[src/sv/slcd_pkg.sv]
`timescale 1ns / 1ps
// ----------------------------------------------------------------------------
// slcd_pkg
// shared codes and reset value for the sync / length / checksum deframer
// ----------------------------------------------------------------------------
package slcd_pkg;

	// result kinds
	localparam logic KIND_PAYLOAD = 1'b0;
	localparam logic KIND_REPORT  = 1'b1;

	// frame end status codes
	localparam logic [1:0] STATUS_OK        = 2'd0;
	localparam logic [1:0] STATUS_BAD_SUM   = 2'd1;
	localparam logic [1:0] STATUS_TOO_SHORT = 2'd2;
	localparam logic [1:0] STATUS_TOO_LONG  = 2'd3;

	// register map
	localparam logic REG_SYNC_BYTE = 1'b0;

	localparam logic [7:0] SYNC_RESET = 8'h93;

	// sync, length high, length low
	localparam int HEADER_BYTES = 3;

	// smallest legal length field: command plus checksum
	localparam logic [15:0] MIN_LEN = 16'd2;

	typedef struct packed {
		logic       kind;
		logic [7:0] data;
		logic [7:0] cmd;
		logic [10:0] plen;
		logic [1:0] status;
	} result_t;

endpackage

[src/sv/sync_length_checksum_deframer_top.sv]
`timescale 1ns / 1ps
// ----------------------------------------------------------------------------
// sync_length_checksum_deframer_top
// byte stream deframer: sync hunt, 16-bit length, command, payload, checksum
// ----------------------------------------------------------------------------
// usage
//   input channel: rx_byte with in_valid / in_ready, one byte per transaction
//   output channel: result_kind, payload_byte, command_id, payload_length,
//   frame_status with out_valid / out_ready, zero or one transaction per byte
//   every payload byte is forwarded as a kind 0 transaction; the checksum byte
//   produces a kind 1 frame end report, as does a bad length field (status 2
//   for length under 2, status 3 for length over MAX_LEN, frame dropped)
//   the checksum is the 8-bit sum of every frame byte before it, sync included
// timing
//   one byte per cycle sustained while the receiver keeps up; a byte goes
//   into the input register when accepted and its result is then loaded
//   into the result register, which drives the outputs; the rate is set
//   by the state update between those two registers
// reset and stall
//   arst_n clears the parser to sync hunting and sync_byte to 0x93
//   a stalled receiver holds the result register; one more byte waits in the
//   input register, after which in_ready drops until the result is taken
// configuration
//   apb register 0 (byte address 0): sync_byte, used by the next sync hunt
// ----------------------------------------------------------------------------
module sync_length_checksum_deframer_top #(
	parameter int MAX_LEN = 1026
) (
	input  logic        clk,
	input  logic        arst_n,
	// byte input
	input  logic        in_valid,
	output logic        in_ready,
	input  logic [7:0]  rx_byte,
	// results
	output logic        out_valid,
	input  logic        out_ready,
	output logic        result_kind,
	output logic [7:0]  payload_byte,
	output logic [7:0]  command_id,
	output logic [10:0] payload_length,
	output logic [1:0]  frame_status,
	// configuration
	input  logic        psel,
	input  logic        penable,
	input  logic        pwrite,
	input  logic [2:0]  paddr,
	input  logic [31:0] pwdata,
	output logic [31:0] prdata,
	output logic        pready
);
	import slcd_pkg::*;

	// byte counter reaches length + 2 at the checksum byte
	localparam int CNT_W = $clog2(MAX_LEN + 3);
	localparam logic [CNT_W-1:0] CNT_HUNT   = CNT_W'(0);
	localparam logic [CNT_W-1:0] CNT_LEN_HI = CNT_W'(1);
	localparam logic [CNT_W-1:0] CNT_LEN_LO = CNT_W'(2);
	localparam logic [CNT_W-1:0] CNT_CMD    = CNT_W'(HEADER_BYTES);
	localparam logic [16:0] MAX_LEN_V = 17'(MAX_LEN);

	// configuration register
	logic [7:0] sync_byte_q;

	// parser state
	logic [CNT_W-1:0] byte_count_q, byte_count_d;
	logic [15:0]      frame_length_q, frame_length_d;
	logic [7:0]       command_q, command_d;
	logic [7:0]       sum_q, sum_d;

	// input register
	logic       valid_s1;
	logic [7:0] byte_s1;

	// result register
	logic    valid_s2;
	result_t res_s2;

	logic    advance;
	logic    res_valid;
	result_t res;
	logic [15:0] len_full;
	logic [7:0]  sum_add;
	logic [16:0] frame_end;

	// apb: always ready, single register decoded on the word address bit
	assign pready = 1'b1;
	assign prdata = (paddr[2] == REG_SYNC_BYTE) ? {24'd0, sync_byte_q} : 32'd0;

	always_ff @(posedge clk or negedge arst_n) begin
		if (!arst_n) begin
			sync_byte_q <= SYNC_RESET;
		end else if (psel && penable && pwrite && pready && paddr[2] == REG_SYNC_BYTE) begin
			sync_byte_q <= pwdata[7:0];
		end
	end

	// the input register moves on whenever the result register is free or
	// being emptied this cycle, so a stall backs up by one byte only
	assign advance  = valid_s1 && (!valid_s2 || out_ready);
	assign in_ready = !valid_s1 || advance;

	always_ff @(posedge clk or negedge arst_n) begin
		if (!arst_n) begin
			valid_s1 <= 1'b0;
		end else if (in_ready) begin
			valid_s1 <= in_valid;
		end
	end

	always_ff @(posedge clk) begin
		if (in_valid && in_ready) begin
			byte_s1 <= rx_byte;
		end
	end

	// parse step for the byte held in the input register
	assign len_full  = {frame_length_q[15:8], byte_s1};
	assign sum_add   = sum_q + byte_s1;
	assign frame_end = {1'b0, frame_length_q} + 17'd2;

	always_comb begin
		byte_count_d   = byte_count_q;
		frame_length_d = frame_length_q;
		command_d      = command_q;
		sum_d          = sum_q;
		res_valid      = 1'b0;
		res.kind       = KIND_REPORT;
		res.data       = 8'd0;
		res.cmd        = 8'd0;
		res.plen       = 11'd0;
		res.status     = STATUS_OK;

		if (byte_count_q == CNT_HUNT) begin
			if (byte_s1 == sync_byte_q) begin
				sum_d        = byte_s1;
				byte_count_d = CNT_LEN_HI;
			end
		end else if (byte_count_q == CNT_LEN_HI) begin
			frame_length_d = {byte_s1, 8'd0};
			sum_d          = sum_add;
			byte_count_d   = CNT_LEN_LO;
		end else if (byte_count_q == CNT_LEN_LO) begin
			if (len_full < MIN_LEN || {1'b0, len_full} > MAX_LEN_V) begin
				// bad length: report at once and go back to hunting
				res_valid      = 1'b1;
				res.status     = (len_full < MIN_LEN) ? STATUS_TOO_SHORT : STATUS_TOO_LONG;
				byte_count_d   = CNT_HUNT;
				frame_length_d = 16'd0;
				command_d      = 8'd0;
				sum_d          = 8'd0;
			end else begin
				frame_length_d = len_full;
				sum_d          = sum_add;
				byte_count_d   = CNT_CMD;
			end
		end else if (byte_count_q == CNT_CMD) begin
			command_d    = byte_s1;
			sum_d        = sum_add;
			byte_count_d = byte_count_q + CNT_W'(1);
		end else if (17'(byte_count_q) < frame_end) begin
			// payload byte, forwarded as it arrives
			sum_d        = sum_add;
			byte_count_d = byte_count_q + CNT_W'(1);
			res_valid    = 1'b1;
			res.kind     = KIND_PAYLOAD;
			res.data     = byte_s1;
			res.cmd      = command_q;
			res.plen     = 11'(frame_length_q - MIN_LEN);
		end else begin
			// checksum byte closes the frame
			res_valid      = 1'b1;
			res.cmd        = command_q;
			res.plen       = 11'(frame_length_q - MIN_LEN);
			res.status     = (byte_s1 == sum_q) ? STATUS_OK : STATUS_BAD_SUM;
			byte_count_d   = CNT_HUNT;
			frame_length_d = 16'd0;
			command_d      = 8'd0;
			sum_d          = 8'd0;
		end
	end

	always_ff @(posedge clk or negedge arst_n) begin
		if (!arst_n) begin
			byte_count_q   <= CNT_HUNT;
			frame_length_q <= 16'd0;
			command_q      <= 8'd0;
			sum_q          <= 8'd0;
		end else if (advance) begin
			byte_count_q   <= byte_count_d;
			frame_length_q <= frame_length_d;
			command_q      <= command_d;
			sum_q          <= sum_d;
		end
	end

	// result register
	always_ff @(posedge clk or negedge arst_n) begin
		if (!arst_n) begin
			valid_s2 <= 1'b0;
		end else if (advance && res_valid) begin
			valid_s2 <= 1'b1;
		end else if (out_ready) begin
			valid_s2 <= 1'b0;
		end
	end

	always_ff @(posedge clk) begin
		if (advance && res_valid) begin
			res_s2 <= res;
		end
	end

	assign out_valid      = valid_s2;
	assign result_kind    = res_s2.kind;
	assign payload_byte   = res_s2.data;
	assign command_id     = res_s2.cmd;
	assign payload_length = res_s2.plen;
	assign frame_status   = res_s2.status;

	// hunting always starts from a cleared frame
	a_hunt_clear: assert property (@(posedge clk) disable iff (!arst_n)
		byte_count_q == CNT_HUNT |-> sum_q == 8'd0 && frame_length_q == 16'd0
			&& command_q == 8'd0)
		else $error("hunt state not cleared");

	// inside a frame the counter never runs past the checksum position
	a_count_bound: assert property (@(posedge clk) disable iff (!arst_n)
		byte_count_q > CNT_CMD |-> 17'(byte_count_q) <= frame_end)
		else $error("byte counter past frame end");

	// forwarded payload bytes always carry ok status
	a_payload_status: assert property (@(posedge clk) disable iff (!arst_n)
		valid_s2 && res_s2.kind == KIND_PAYLOAD |-> res_s2.status == STATUS_OK)
		else $error("payload byte with non-ok status");

	// length error reports carry no command and no length
	a_len_err_fields: assert property (@(posedge clk) disable iff (!arst_n)
		valid_s2 && (res_s2.status == STATUS_TOO_SHORT || res_s2.status == STATUS_TOO_LONG)
		|-> res_s2.cmd == 8'd0 && res_s2.plen == 11'd0 && res_s2.kind == KIND_REPORT)
		else $error("length error report with stale fields");

	// input side only backs up behind a stalled, full result register
	a_ready_cause: assert property (@(posedge clk) disable iff (!arst_n)
		!in_ready |-> valid_s1 && valid_s2 && !out_ready)
		else $error("input stalled without output backpressure");

endmodule

[config.mk]
export PLATFORM = sky130hd
export DESIGN_NAME = sync_length_checksum_deframer_top
export DESIGN_NICKNAME = d
export VERILOG_FILES = /design/src/sv/slcd_pkg.sv /design/src/sv/sync_length_checksum_deframer_top.sv
export SDC_FILE = /design/constraint.sdc
export NUM_CORES = 1
export LEC_CHECK = 0
export ABC_AREA = 1
export ABC_CLOCK_PERIOD_IN_PS = 3700
export BUFFER_PORTS_ARGS = -buffer_cell sky130_fd_sc_hd__buf_2
export CAP_MARGIN = 20
export CORE_ASPECT_RATIO = 0.8
export CORE_MARGIN = 4
export CORE_UTILIZATION = 37
export CTS_CLUSTER_DIAMETER = 50
export DETAILED_ROUTE_END_ITERATION = 6
export PLACE_DENSITY = 0.57
export SLEW_MARGIN = 0
export SYNTH_ARGS = -nofsm -noshare
export SYNTH_HDL_FRONTEND = slang
export SYNTH_SLANG_ARGS = --single-unit
[constraint.sdc]
create_clock -name clk -period 3.7 [get_ports clk]
set_clock_uncertainty 0.15 [all_clocks]
set_input_delay 0.185 -clock clk [delete_from_list [all_inputs] [get_ports clk]]
set_output_delay 0.185 -clock clk [all_outputs]
set_load 0.01 [all_outputs]
==> qor.json, run 1 <==
{
  "placed_design": {
    "port-buffer-count": 63,
    "hpwl_um": 9630,
    "final_replace_weighted_congestion": 0.913
  },
  "global_route": {
    "globalRouteOverflowTotal": 0,
    "gr-usage-all-layers_pct": 16.3,
    "antenna_violations_before_repair": 0,
    "number_of_global_route_vias_before_repair": 4247,
    "grt_max_degree": 52,
    "global_route_wire_length_before_repair_um": 21200
  },
  "die": {
    "floorplan.die.height_um": 116,
    "die_width_um": 143,
    "design.core.area_um2": 14300,
    "initial_cell_density_of_the_core_pct": 37.8,
    "die-area_um2": 16600,
    "num_io_pins": 115,
    "std_cell_rows": 39
  },
  "route": {
    "drt-wirelength-per-cell_um": 14.4,
    "initialDrtViolationCount": 277,
    "vias_per_cell": 4.82,
    "drt_pass1_iterations": 5,
    "postRouteWirelength_um": 13300,
    "post-route-drc-count": 0,
    "antenna_violating_nets_post_route": 0,
    "num_vias": 4457
  },
  "pwr": {
    "p_switching_uw": 2840,
    "peakVddDrop_mv": 0.454,
    "power.density_cell_area_nw_per_um2": 949,
    "clock_power_share_pct": 14.5,
    "sequentialPowerShare_pct": 31.1,
    "switching_share_pct": 47.4,
    "combinationalPowerShare_pct": 54.5,
    "power_report.internal_total_uw": 3150,
    "static-leakage-power_uw": 0.00303,
    "power_uw": 6000
  },
  "synth": {
    "synth_cells": 649,
    "netlist_area_before_placement_um2": 5400,
    "synth_enable_flop_cells": 38,
    "yosysWarningCount": 0,
    "synth-async-reset-ratio_pct": 58.2,
    "postSynthRegisterBits": 91,
    "library_cells_used_by_synthesis": 43,
    "syn_area_per_cell_um2": 8.32,
    "synth_seq_area_share_pct": 45.8,
    "ys_dominant_reg_cell": "sky130_fd_sc_hd__dfrtp_1"
  },
  "clock_tree": {
    "number_of_levels_in_the_clock_h_tree": 3,
    "cts.sink_count": 91,
    "cts_root_buffer": "sky130_fd_sc_hd__clkbuf_16",
    "cts_buffer_depth": 2,
    "cts.reportedPaths.clkPinSlew_ps": 70,
    "clock_latency_on_the_worst_skew_pair_ps": 350,
    "cts_tree": "built",
    "tritoncts.num_buffers": 9
  },
  "cells_and_area": {
    "final.fill_count": 1452,
    "drive_gt1_share_pct": 17.2,
    "utilization_pct": 44.2,
    "layout_common_cells": "154 x sky130_fd_sc_hd__nand2_1, 82 x sky130_fd_sc_hd__nor2_1, 78 x sky130_fd_sc_hd__inv_1, 63 x sky130_fd_sc_hd__buf_2, 49 x sky130_fd_sc_hd__dfrtp_1",
    "synthToLayoutAreaGrowth_pct": 17.0,
    "nNetsFinal": 809,
    "layout_commonest_cell": "sky130_fd_sc_hd__nand2_1",
    "antenna_cells_inserted": 0
  },
  "setup_path": {
    "path_common_cell": "sky130_fd_sc_hd__nand2_1",
    "critPathArrivalTime_ps": 3170,
    "worst_r2r_path_cells": 16,
    "r2r_end": "command_q[3]",
    "worst-setup-path-type": "reg2reg",
    "critical_path_required_ps": 3770,
    "crit_path_end_kind": "register",
    "rr_startpoint": "frame_length_q[1]",
    "worstPathMaxFanout": 16,
    "slowest_stage_cell_cp": "sky130_fd_sc_hd__dfrtp_1",
    "critical_path.startpoint_type": "register",
    "destination_of_the_critical_timing_path": "command_q[3]",
    "timing.critical_path.slowest_cell_delay_ps": 480,
    "setup.worst_path.start": "frame_length_q[1]",
    "crit_chain": "ha_1 > nand2_1 > nor2_4 > a31oi_1 > ha_1 > nand2_1 > nor2_1 > nand3_1 > nand3_1 > nand2_1 > nand2_1 > nand3_4 > nand2_1 > nand3_2 > nand2_1 > o21ai_2",
    "reg_to_reg_slack_setup_ps": 600
  },
  "timing": {
    "slew_viol_final": 0,
    "timing.final.crit_period_ps": 3100,
    "hold_violations": 0,
    "fin_hold_ws_ps": 19.0,
    "post-route-period-util_pct": 83.7,
    "final-setup-viol-count": 0,
    "slew_headroom_pct": 53.4,
    "tns_ps": 0,
    "clock.fmax_ghz": 0.323,
    "rsz_0062_raised_after_global_routing": "false",
    "max_slew.worst_pin.slew_ps": 700
  },
  "flow_run": {
    "drv.max_cap_violation_count": 0
  },
  "outcome": {
    "run_status": "complete, no violations"
  },
  "min_path": {
    "worst_hold_path_type": "in2async"
  }
}
==> per-stage QoR <==
step,instances,worst slack (ps),area (um2)
after global routing,924,256,6320
after floorplan,672,582,5490
final,924,604,6320
after detailed placement,889,594,5850
after CTS,924,575,6320
after global placement,889,611,5850
==> worst min-delay path by stage <==
stage,startpoint,endpoint,slack [ps],depth (start not counted)
CTS,arst_n,sum_q[2],10,2
global placement,arst_n,sum_q[2],-170,1
detailed placement,arst_n,sum_q[4],-170,1
floorplan,arst_n,byte_count_q[0],-260,0
finish,arst_n,sum_q[2],20,2
global route,arst_n,sum_q[2],40,2
==> registers in the layout, summed over array words and instances, names as in the netlist <==
| register | flops |
|---|---|
| out_valid | 1 |
| byte_s1 | 8 |
| frame_length_q | 16 |
| command_id | 8 |
| result_kind | 1 |
| sum_q | 8 |
| byte_count_q | 11 |
| sync_byte_q | 8 |
| valid_s1 | 1 |
| command_q | 8 |
| payload_byte | 8 |
| frame_status | 2 |
| payload_length | 11 |
==> cells by family (layout without fill, tap and decap cells) <==
logic type / count (synthesis) / count (layout) / synth area share, %
adders and majority gates: 24 / 24 / 5.70
DFF: 91 / 91 / 45.8
xor gates and xnor gates: 21 / 21 / 3.41
other: 2 / 25 / 0.139
AOI/OAI and AO/OA: 84 / 84 / 9.50
and+or+nand+nor: 307 / 307 / 25.0
buffers and inverters: 120 / 188 / 10.5
==> critical path, delay by kind of cell (launching register included) <==
| family | cells | cell delay (ps) |
|---|---|---|
| AO/OA/AOI/OAI | 2 | 190 |
| adder cells (fa/ha/maj) | 2 | 520 |
| AND/OR/NAND/NOR | 12 | 1620 |
| flip-flops | 1 | 480 |
==> power groups by stage <==
stage | registers, uW | clock network, uW | logic, uW
2_1_floorplan | 1890 | 0 | 2320
3_3_place_gp | 1860 | 0 | 3210
3_5_place_dp | 1880 | 0 | 3250
4_1_cts | 1870 | 888 | 3280
5_1_grt | 1910 | 931 | 3740
6_report | 1860 | 868 | 3270
==> repair_timing <==
item,CTS,global route
hold buffers,19,0
setup buffers,0,0
endpoints found under the hold margin,67,0
resized for setup,0,0
==> per-layer routing <==
layer	global-route usage (%)	wire, um	vias to the layer above
met2	26.2	6000	134
met1	23.0	6400	2074
met5	0	0	-
li1	-	-	2234
met3	3.55	764	15
met4	3.17	165	0
==> area by class of cell <==
| cell class | instances | area, um2 | share of cell area, % |
|---|---|---|---|
| sequential | 91 | 2470 | 39.1 |
| timing repair buffer | 91 | 586 | 9.27 |
| tap | 184 | 230 | 3.64 |
| multi-input combinational | 461 | 2450 | 38.8 |
| clock buffer | 10 | 229 | 3.62 |
| clock inverter | 6 | 48.8 | 0.772 |
| inverter | 81 | 304 | 4.81 |
==> cell usage after synthesis, drive strengths merged, types with 2 or more instances <==
master   number  area (um2)
dfrtp        49        1230
conb          2        7.51
a21oi        38         190
ha           23         288
nand4        18         113
nor3          9        55.1
nand2       157         597
xor2         13         114
o211ai        2        15.0
o22ai         2        12.5
buf          31         233
nand3b        3        35.0
nand3        25         148
inv          80         300
dfstp         4         105
clkbuf        8        30.0
o21ai        34         234
edfxtp       38        1140
o2111ai       2        17.5
nor2         89         364
xnor2         8        70.1
nor4          5        31.3
No activity file was read; power rests on OpenSTA's default activity.
==> inputs of run 2 (changes only) <==
- ABC_CLOCK_PERIOD_IN_PS: 3700 -> 3000
- clock period: 3.7 -> 3 ns (I/O delays scaled with it)
==> run 2 against run 1 <==
Compared with the run above: maximum frequency up 11%; design area up 4.0%; final cell count up 2.1%.
==> qor.json, run 2 (synthesis results as in run 1) <==
{
  "clock_tree": {
    "number_of_levels_in_the_clock_h_tree": {"value": 3, "change": "unchanged"},
    "cts.reportedPaths.clkPinSlew": {"value": 70, "unit": "ps", "change": "about the same"},
    "tritoncts.num_buffers": {"value": 9, "change": "unchanged"},
    "cts_buffer_depth": {"value": 2, "change": "unchanged"},
    "clock_latency_on_the_worst_skew_pair": {"value": 350, "unit": "ps", "change": "about the same"},
    "cts_root_buffer": "sky130_fd_sc_hd__clkbuf_16",
    "cts_tree": "built",
    "cts.sink_count": {"value": 91, "change": "unchanged"}
  },
  "global_route": {
    "global_route_wire_length_before_repair": {"value": 22300, "unit": "um", "change": "+5.0%"},
    "gr-usage-all-layers": {"value": 17.0, "unit": "%", "change": "+0.68 points"},
    "antenna_violations_before_repair": {"value": 0, "change": "unchanged"},
    "number_of_global_route_vias_before_repair": {"value": 4570, "change": "+7.6%"},
    "grt_max_degree": {"value": 54, "change": "+3.8%"},
    "globalRouteOverflowTotal": {"value": 0, "change": "unchanged"}
  },
  "timing": {
    "clock.fmax": {"value": 0.360, "unit": "GHz", "change": "+11%"},
    "slew_headroom": {"value": 52.1, "unit": "%", "change": "-1.2 points"},
    "timing.final.crit_period": {"value": 2780, "unit": "ps", "change": "-317 ps"},
    "slew_viol_final": {"value": 0, "change": "unchanged"},
    "fin_hold_ws": {"value": 314, "unit": "ps", "change": "+295 ps"},
    "tns": {"value": 0, "unit": "ps", "change": "unchanged"},
    "post-route-period-util": {"value": 92.6, "unit": "%", "change": "+8.9 points"},
    "rsz_0062_raised_after_global_routing": "false",
    "max_slew.worst_pin.slew": {"value": 718, "unit": "ps", "change": "+18.6 ps"},
    "hold_violations": {"value": 0, "change": "unchanged"},
    "final-setup-viol-count": {"value": 0, "change": "unchanged"}
  },
  "route": {
    "vias_per_cell": {"value": 4.77, "change": "-1.0%"},
    "postRouteWirelength": {"value": 13300, "unit": "um", "change": "about the same"},
    "antenna_violating_nets_post_route": {"value": 0, "change": "unchanged"},
    "num_vias": {"value": 4502, "change": "+1.0%"},
    "drt_pass1_iterations": {"value": 6, "change": "+1"},
    "drt-wirelength-per-cell": {"value": 14.1, "unit": "um", "change": "-2.0%"},
    "post-route-drc-count": {"value": 0, "change": "unchanged"},
    "initialDrtViolationCount": {"value": 258, "change": "-6.9%"}
  },
  "setup_path": {
    "worst_r2r_path_cells": {"value": 19, "change": "+3"},
    "crit_family": "simple AND/OR/NAND/NOR gates",
    "path_common_cell": "sky130_fd_sc_hd__nand2_1",
    "critPathArrivalTime": {"value": 2860, "unit": "ps", "change": "-310 ps"},
    "reg_to_reg_slack_setup": {"value": 220, "unit": "ps", "change": "-380 ps"},
    "worst-setup-path-type": "reg2reg",
    "worstPathMaxFanout": {"value": 8, "change": "-8"},
    "setup.worst_path.start": "frame_length_q[1]",
    "destination_of_the_critical_timing_path": "frame_length_q[15]",
    "r2r_end": "frame_length_q[15]",
    "critical_path.startpoint_type": "register",
    "path_buf_inv": {"value": 4, "change": "+4"},
    "timing.critical_path.slowest_cell_delay": {"value": 450, "unit": "ps", "change": "-30 ps"},
    "crit_chain": "buf_4 > inv_1 > ha_1 > inv_1 > ha_1 > nand2_1 > nand2_1 > nand2_1 > nand2_1 > nand2_1 > nand3_1 > nand2_1 > nand2_2 > nand3_4 > o21ai_4 > buf_6 > nand3b_4 > nand2_1 > nand2_1",
    "rr_startpoint": "frame_length_q[1]",
    "crit_path_end_kind": "register",
    "slowest_stage_cell_cp": "sky130_fd_sc_hd__dfrtp_2",
    "cp_num_cells": {"value": 19, "change": "+3"},
    "critical_path_required": {"value": 3090, "unit": "ps", "change": "-680 ps"}
  },
  "die": {
    "die_width": {"value": 143, "unit": "um", "change": "unchanged"},
    "design.core.area": {"value": 14300, "unit": "um2", "change": "unchanged"},
    "std_cell_rows": {"value": 39, "change": "unchanged"},
    "num_io_pins": {"value": 115, "change": "unchanged"},
    "die-area": {"value": 16600, "unit": "um2", "change": "unchanged"},
    "floorplan.die.height": {"value": 116, "unit": "um", "change": "unchanged"},
    "initial_cell_density_of_the_core": {"value": 37.8, "unit": "%", "change": "unchanged"}
  },
  "pwr": {
    "peakVddDrop": {"value": 0.569, "unit": "mV", "change": "+25%"},
    "static-leakage-power": {"value": 0.00317, "unit": "uW", "change": "+4.5%"},
    "power.density_cell_area": {"value": 1220, "unit": "nW/um2", "change": "+28%"}
  },
  "placed_design": {
    "hpwl": {"value": 9840, "unit": "um", "change": "+2.2%"},
    "port-buffer-count": {"value": 63, "change": "unchanged"},
    "final_replace_weighted_congestion": {"value": 0.867, "change": "-5.0%"}
  },
  "cells_and_area": {
    "register_ranked_first_by_flip_flop_count": "frame_length_q",
    "drive_gt1_share": {"value": 20.2, "unit": "%", "change": "+3.0 points"},
    "flip_flop_count_of_the_largest_register_after_layout": {"value": 16, "change": "unchanged"},
    "nNetsFinal": {"value": 828, "change": "+2.3%"},
    "antenna_cells_inserted": {"value": 0, "change": "unchanged"},
    "layout_commonest_cell": "sky130_fd_sc_hd__nand2_1",
    "layout_common_cells": "151 x sky130_fd_sc_hd__nand2_1, 81 x sky130_fd_sc_hd__nor2_1, 78 x sky130_fd_sc_hd__inv_1, 63 x sky130_fd_sc_hd__buf_2, 47 x sky130_fd_sc_hd__dfrtp_1",
    "synthToLayoutAreaGrowth_pct": 21.7
  },
  "min_path": {
    "worst_hold_path_type": "in2reg"
  },
  "outcome": {
    "run_status": "complete, no violations"
  },
  "flow_run": {
    "drv.max_cap_violation_count": {"value": 0, "change": "unchanged"}
  }
}
run 2: cell types whose count changed in the layout (fill, tap and decap cells not counted), moves of 2 or more:
cell	change
sky130_fd_sc_hd__nand2_2	+2
sky130_fd_sc_hd__clkinvlp_4	-2
sky130_fd_sc_hd__dfrtp_1	-2
sky130_fd_sc_hd__nand2_1	-3
sky130_fd_sc_hd__buf_4	+16
sky130_fd_sc_hd__buf_12	+2
sky130_fd_sc_hd__dfrtp_2	+2
sky130_fd_sc_hd__bufinv_16	+2
run 2: worst min-delay path by stage:
stage	start	to	slack (ps)	cells past startpoint
2_1_floorplan	arst_n	byte_count_q[0]	-300	0
3_3_place_gp	arst_n	sum_q[4]	180	2
3_5_place_dp	rx_byte[4]	byte_s1[4]	180	1
4_1_cts	pwrite	sync_byte_q[7]	290	3
5_1_grt	rx_byte[2]	byte_s1[2]	360	2
6_report	pwrite	sync_byte_q[7]	310	3
run 2: cell type report:
| cell class | count | area [um2] |
|---|---|---|
| fillers | 1394 | 7730 |
| repair buffers | 110 | 757 |
| clock inverters | 6 | 90.1 |
| multi-input cells | 461 | 2480 |
| flip-flops and latches | 91 | 2470 |
| well taps | 184 | 230 |
| clock buffers | 10 | 229 |
| inverters | 81 | 304 |
run 2: timing repair:
| action | 4_1_cts | 5_1_grt |
|---|---|---|
| endpoints found under the hold margin | 67 | 0 |
| hold buffers | 19 | 0 |
| pin swaps | 0 | 1 |
| buffers inserted | 0 | 0 |
| resized for setup | 1 | 11 |
| setup endpoints to repair | 1 | 44 |
run 2: through the flow:
step	power, uW	instances	worst slack (ps)	util [%]	instance area (um2)
global placement	6590	908	97.5	42.1	6020
floorplan	5190	672	347	-	5490
global route	8760	943	4.12	46.0	6570
finish	8010	943	222	46.0	6570
detailed placement	6670	908	26.7	42.1	6020
CTS	7980	943	35.8	45.7	6530
run 2: worst min-delay path: stages:
cell                      delay, ps
sky130_fd_sc_hd__buf_2           90
sky130_fd_sc_hd__nand4_1        420
sky130_fd_sc_hd__a21oi_1        140
run 2: layer usage:
metal / wire [um] / part of all wire [%] / track usage [%]
met1: 6400 / 48 / 23.7
met2: 5950 / 45 / 26.9
met3: 741 / 5.6 / 3.63
met4: 239 / 1.8 / 4.56
met5: 0 / 0 / 0
run 2: power by group:
group | switching, uW | total (uW) | internal (uW)
Sequential | 298 | 2260 | 1960
Combinational | 2800 | 4520 | 1720
Clock | 489 | 1220 | 733
Total | 3590 | 8010 | 4420
==> inputs of run 3 (changes only) <==
- ABC_CLOCK_PERIOD_IN_PS: 3000 -> 2230
- CORE_UTILIZATION: 37 -> 45
- PLACE_DENSITY: 0.57 -> 0.69
- clock period: 3 -> 2.23 ns (I/O delays scaled with it)
==> run 3 against run 2 <==
Compared with the run above: the flow now finishes with violations (setup timing); combinational power is 90% higher; worst setup slack worse by 680 ps; non-clock buffer count grew 78; critical path depth decreased by 1; final cell count up 4.6%; design area rose by 15%; clock power grew 25%; utilization up 19 points.
==> qor.json, run 3 (synthesis results as in run 1) <==
{
  "die": {
    "die-area": {"value": 13800, "unit": "um2", "change": "-17%"},
    "die_width": {"value": 130, "unit": "um", "change": "-8.8%"},
    "num_io_pins": {"value": 115, "change": "unchanged"},
    "floorplan.die.height": {"value": 106, "unit": "um", "change": "-8.7%"},
    "initial_cell_density_of_the_core": {"value": 46.5, "unit": "%", "change": "+8.8 points"},
    "std_cell_rows": {"value": 35, "change": "-10%"},
    "design.core.area": {"value": 11600, "unit": "um2", "change": "-19%"}
  },
  "setup_path": {
    "timing.critical_path.slowest_cell_delay": {"value": 440, "unit": "ps", "change": "about the same"},
    "critical_path_required": {"value": 2330, "unit": "ps", "change": "-760 ps"},
    "worstPathMaxFanout": {"value": 5, "change": "-3"},
    "slowest_stage_cell_cp": "sky130_fd_sc_hd__dfrtp_2",
    "worst-setup-path-type": "reg2reg",
    "path_buf_inv": {"value": 1, "change": "-3"},
    "crit_family": "simple AND/OR/NAND/NOR gates",
    "path_common_cell": "sky130_fd_sc_hd__nor2_1",
    "critPathArrivalTime": {"value": 2790, "unit": "ps", "change": "-70 ps"},
    "critical_path.startpoint_type": "register",
    "crit_chain": "ha_4 > nand2_4 > nor2_4 > nor2_1 > a31oi_1 > ha_1 > nand2_2 > a21oi_2 > nor2_1 > nand3_2 > nand2_1 > nand2_2 > nand3_4 > buf_8 > nor2_1 > o21ai_1 > nand2_1 > o21ai_2",
    "crit_path_end_kind": "register"
  },
  "cells_and_area": {
    "synthToLayoutAreaGrowth_pct": 39.8,
    "layout_commonest_cell": "sky130_fd_sc_hd__nand2_1",
    "layout_common_cells": "124 x sky130_fd_sc_hd__nand2_1, 86 x sky130_fd_sc_hd__buf_4, 70 x sky130_fd_sc_hd__inv_1, 68 x sky130_fd_sc_hd__nor2_1, 63 x sky130_fd_sc_hd__buf_2",
    "register_ranked_first_by_flip_flop_count": "frame_length_q",
    "nNetsFinal": {"value": 907, "change": "+9.5%"},
    "flip_flop_count_of_the_largest_register_after_layout": {"value": 16, "change": "unchanged"},
    "antenna_cells_inserted": {"value": 0, "change": "unchanged"},
    "utilization": {"value": 65.1, "unit": "%", "change": "+19 points"},
    "final.fill_count": {"value": 925, "change": "-34%"},
    "drive_gt1_share": {"value": 35.9, "unit": "%", "change": "+16 points"}
  },
  "pwr": {
    "combinationalPowerShare": {"value": 65.3, "unit": "%", "change": "+8.8 points"},
    "power": {"value": 13100, "unit": "uW", "change": "+64%"},
    "power.density_cell_area": {"value": 1740, "unit": "nW/um2", "change": "+43%"},
    "switching_share": {"value": 45.3, "unit": "%", "change": "+0.50 points"},
    "clock_power_share": {"value": 11.6, "unit": "%", "change": "-3.7 points"},
    "sequentialPowerShare": {"value": 23.1, "unit": "%", "change": "-5.1 points"},
    "p_switching": {"value": 5960, "unit": "uW", "change": "+66%"},
    "power_report.internal_total": {"value": 7190, "unit": "uW", "change": "+63%"},
    "peakVddDrop": {"value": 0.987, "unit": "mV", "change": "+73%"},
    "static-leakage-power": {"value": 0.00364, "unit": "uW", "change": "+15%"}
  },
  "timing": {
    "clock.fmax": {"value": 0.372, "unit": "GHz", "change": "+3.3%"},
    "rsz_0062_raised_after_global_routing": "true",
    "max_slew.worst_pin.slew": {"value": 647, "unit": "ps", "change": "-70.7 ps"},
    "timing.final.crit_period": {"value": 2690, "unit": "ps", "change": "-88.5 ps"},
    "slew_viol_final": {"value": 0, "change": "unchanged"},
    "final-setup-viol-count": {"value": 68, "change": "+68"},
    "timing.final.ws_setup": {"value": -460, "unit": "ps", "change": "-681 ps"},
    "hold_violations": {"value": 0, "change": "unchanged"},
    "slew_headroom": {"value": 56.8, "unit": "%", "change": "+4.7 points"},
    "fin_hold_ws": {"value": 172, "unit": "ps", "change": "-142 ps"},
    "post-route-period-util": {"value": 121, "unit": "%", "change": "+28 points"}
  },
  "clock_tree": {
    "number_of_levels_in_the_clock_h_tree": {"value": 3, "change": "unchanged"},
    "cts.reportedPaths.clkPinSlew": {"value": 70, "unit": "ps", "change": "about the same"},
    "cts_buffer_depth": {"value": 2, "change": "unchanged"},
    "cts_root_buffer": "sky130_fd_sc_hd__clkbuf_16",
    "clock_latency_on_the_worst_skew_pair": {"value": 340, "unit": "ps", "change": "about the same"},
    "cts.sink_count": {"value": 91, "change": "unchanged"},
    "tritoncts.num_buffers": {"value": 9, "change": "unchanged"},
    "cts_tree": "built"
  },
  "route": {
    "postRouteWirelength": {"value": 15400, "unit": "um", "change": "+16%"},
    "drt_pass1_iterations": {"value": 7, "change": "+1"},
    "post-route-drc-count": {"value": 0, "change": "unchanged"},
    "antenna_violating_nets_post_route": {"value": 0, "change": "unchanged"},
    "drt-wirelength-per-cell": {"value": 15.6, "unit": "um", "change": "+11%"},
    "vias_per_cell": {"value": 5.11, "change": "+6.9%"},
    "initialDrtViolationCount": {"value": 337, "change": "+31%"},
    "num_vias": {"value": 5034, "change": "+12%"}
  },
  "global_route": {
    "grt_max_degree": {"value": 29, "change": "-46%"},
    "globalRouteOverflowTotal": {"value": 0, "change": "unchanged"},
    "global_route_wire_length_before_repair": {"value": 24000, "unit": "um", "change": "+7.7%"},
    "antenna_violations_before_repair": {"value": 0, "change": "unchanged"},
    "number_of_global_route_vias_before_repair": {"value": 4911, "change": "+7.5%"},
    "gr-usage-all-layers": {"value": 21.8, "unit": "%", "change": "+4.8 points"}
  },
  "outcome": {
    "run_status": "finished, violations left",
    "violations": "setup timing"
  },
  "placed_design": {
    "hpwl": {"value": 10800, "unit": "um", "change": "+9.8%"},
    "final_replace_weighted_congestion": {"value": 0.883, "change": "+1.8%"},
    "port-buffer-count": {"value": 63, "change": "unchanged"},
    "dpl_worst_slack": {"value": -669, "unit": "ps", "change": "-695 ps"}
  },
  "flow_run": {
    "drv.max_cap_violation_count": {"value": 0, "change": "unchanged"}
  },
  "min_path": {
    "worst_hold_path_type": "in2async"
  }
}
==> run 3: cell count changes in the layout (fill, tap and decap cells not counted), moves of 6 or more <==
cell / delta
sky130_fd_sc_hd__buf_12: +6
sky130_fd_sc_hd__buf_4: +62
sky130_fd_sc_hd__buf_6: +6
sky130_fd_sc_hd__inv_1: -8
sky130_fd_sc_hd__inv_2: +7
sky130_fd_sc_hd__nand2_1: -27
sky130_fd_sc_hd__nand2_2: +24
sky130_fd_sc_hd__nor2_1: -13
sky130_fd_sc_hd__nor2_4: +10
==> run 3: per-layer routing <==
layer,GRT usage [%],part of all wire [%],up-vias
li1,-,-,2435
met1,30.9,45,2390
met2,35.2,48,191
met3,3.92,6.1,18
met4,4.33,1.3,0
met5,0,0,-
==> run 3: area by class of cell <==
| class | count | area [um2] | share of cell area (%) |
|---|---|---|---|
| clock buffers | 11 | 243 | 3.22 |
| clock inverters | 5 | 52.6 | 0.696 |
| inverters | 81 | 308 | 4.08 |
| multi-input cells | 462 | 2790 | 37.0 |
| flip-flops and latches | 91 | 2480 | 32.9 |
| well taps | 148 | 185 | 2.45 |
| repair buffers | 188 | 1490 | 19.7 |
==> run 3: path summary, 6_finish.rpt <==
path,start,endpoint,slack (ps),depth (start not counted)
worst max-delay path,frame_length_q[1],byte_count_q[1],-460,18
worst min-delay path,arst_n,sum_q[0],170,2
worst max register to register,frame_length_q[1],byte_count_q[1],-460,18
worst min register to register,command_q[5],command_q[5],340,2
max in group asynchronous,arst_n,byte_count_q[7],1060,3
min in group clk,pwrite,sync_byte_q[1],260,3
==> run 3: power groups by stage <==
stage	combinational [uW]	sequential, uW	clock, uW
final	8590	3030	1530
after global routing	9450	3090	1610
after CTS	7340	3020	1540
after detailed placement	6450	3040	0
after floorplan	3960	3130	0
after global placement	6280	3020	0
==> run 3: through the flow <==
| step | TNS (ps) | std cells | area, um2 |
|---|---|---|---|
| global placement | -18030 | 922 | 6420 |
| global route | -31110 | 986 | 7550 |
| finish | -20360 | 986 | 7550 |
| CTS | -16800 | 965 | 7140 |
| floorplan | -14880 | 672 | 5520 |
| detailed placement | -29380 | 922 | 6420 |
==> run 3: repair_timing <==
item                                    in CTS  in global routing
hold buffers                                19                  0
gates cloned                                 1                  3
endpoints found under the setup margin      81                 86
setup buffers                                7                 18
gates resized for setup                     43                 60
pin swaps                                    7                 13
endpoints found under the hold margin       38                  0
==> run 3: worst reg2reg max path, cell delays in order (launching register included) <==
cell and delay, ps:
sky130_fd_sc_hd__dfrtp_2 440, sky130_fd_sc_hd__ha_4 170, sky130_fd_sc_hd__nand2_4 60, sky130_fd_sc_hd__nor2_4 100, sky130_fd_sc_hd__nor2_1 50, sky130_fd_sc_hd__a31oi_1 170
sky130_fd_sc_hd__ha_1 270, sky130_fd_sc_hd__nand2_2 110, sky130_fd_sc_hd__a21oi_2 50, sky130_fd_sc_hd__nor2_1 120, sky130_fd_sc_hd__nand3_2 90, sky130_fd_sc_hd__nand2_1 90
sky130_fd_sc_hd__nand2_2 80, sky130_fd_sc_hd__nand3_4 100, sky130_fd_sc_hd__buf_8 130, sky130_fd_sc_hd__nor2_1 50, sky130_fd_sc_hd__o21ai_1 170, sky130_fd_sc_hd__nand2_1 130
sky130_fd_sc_hd__o21ai_2 80
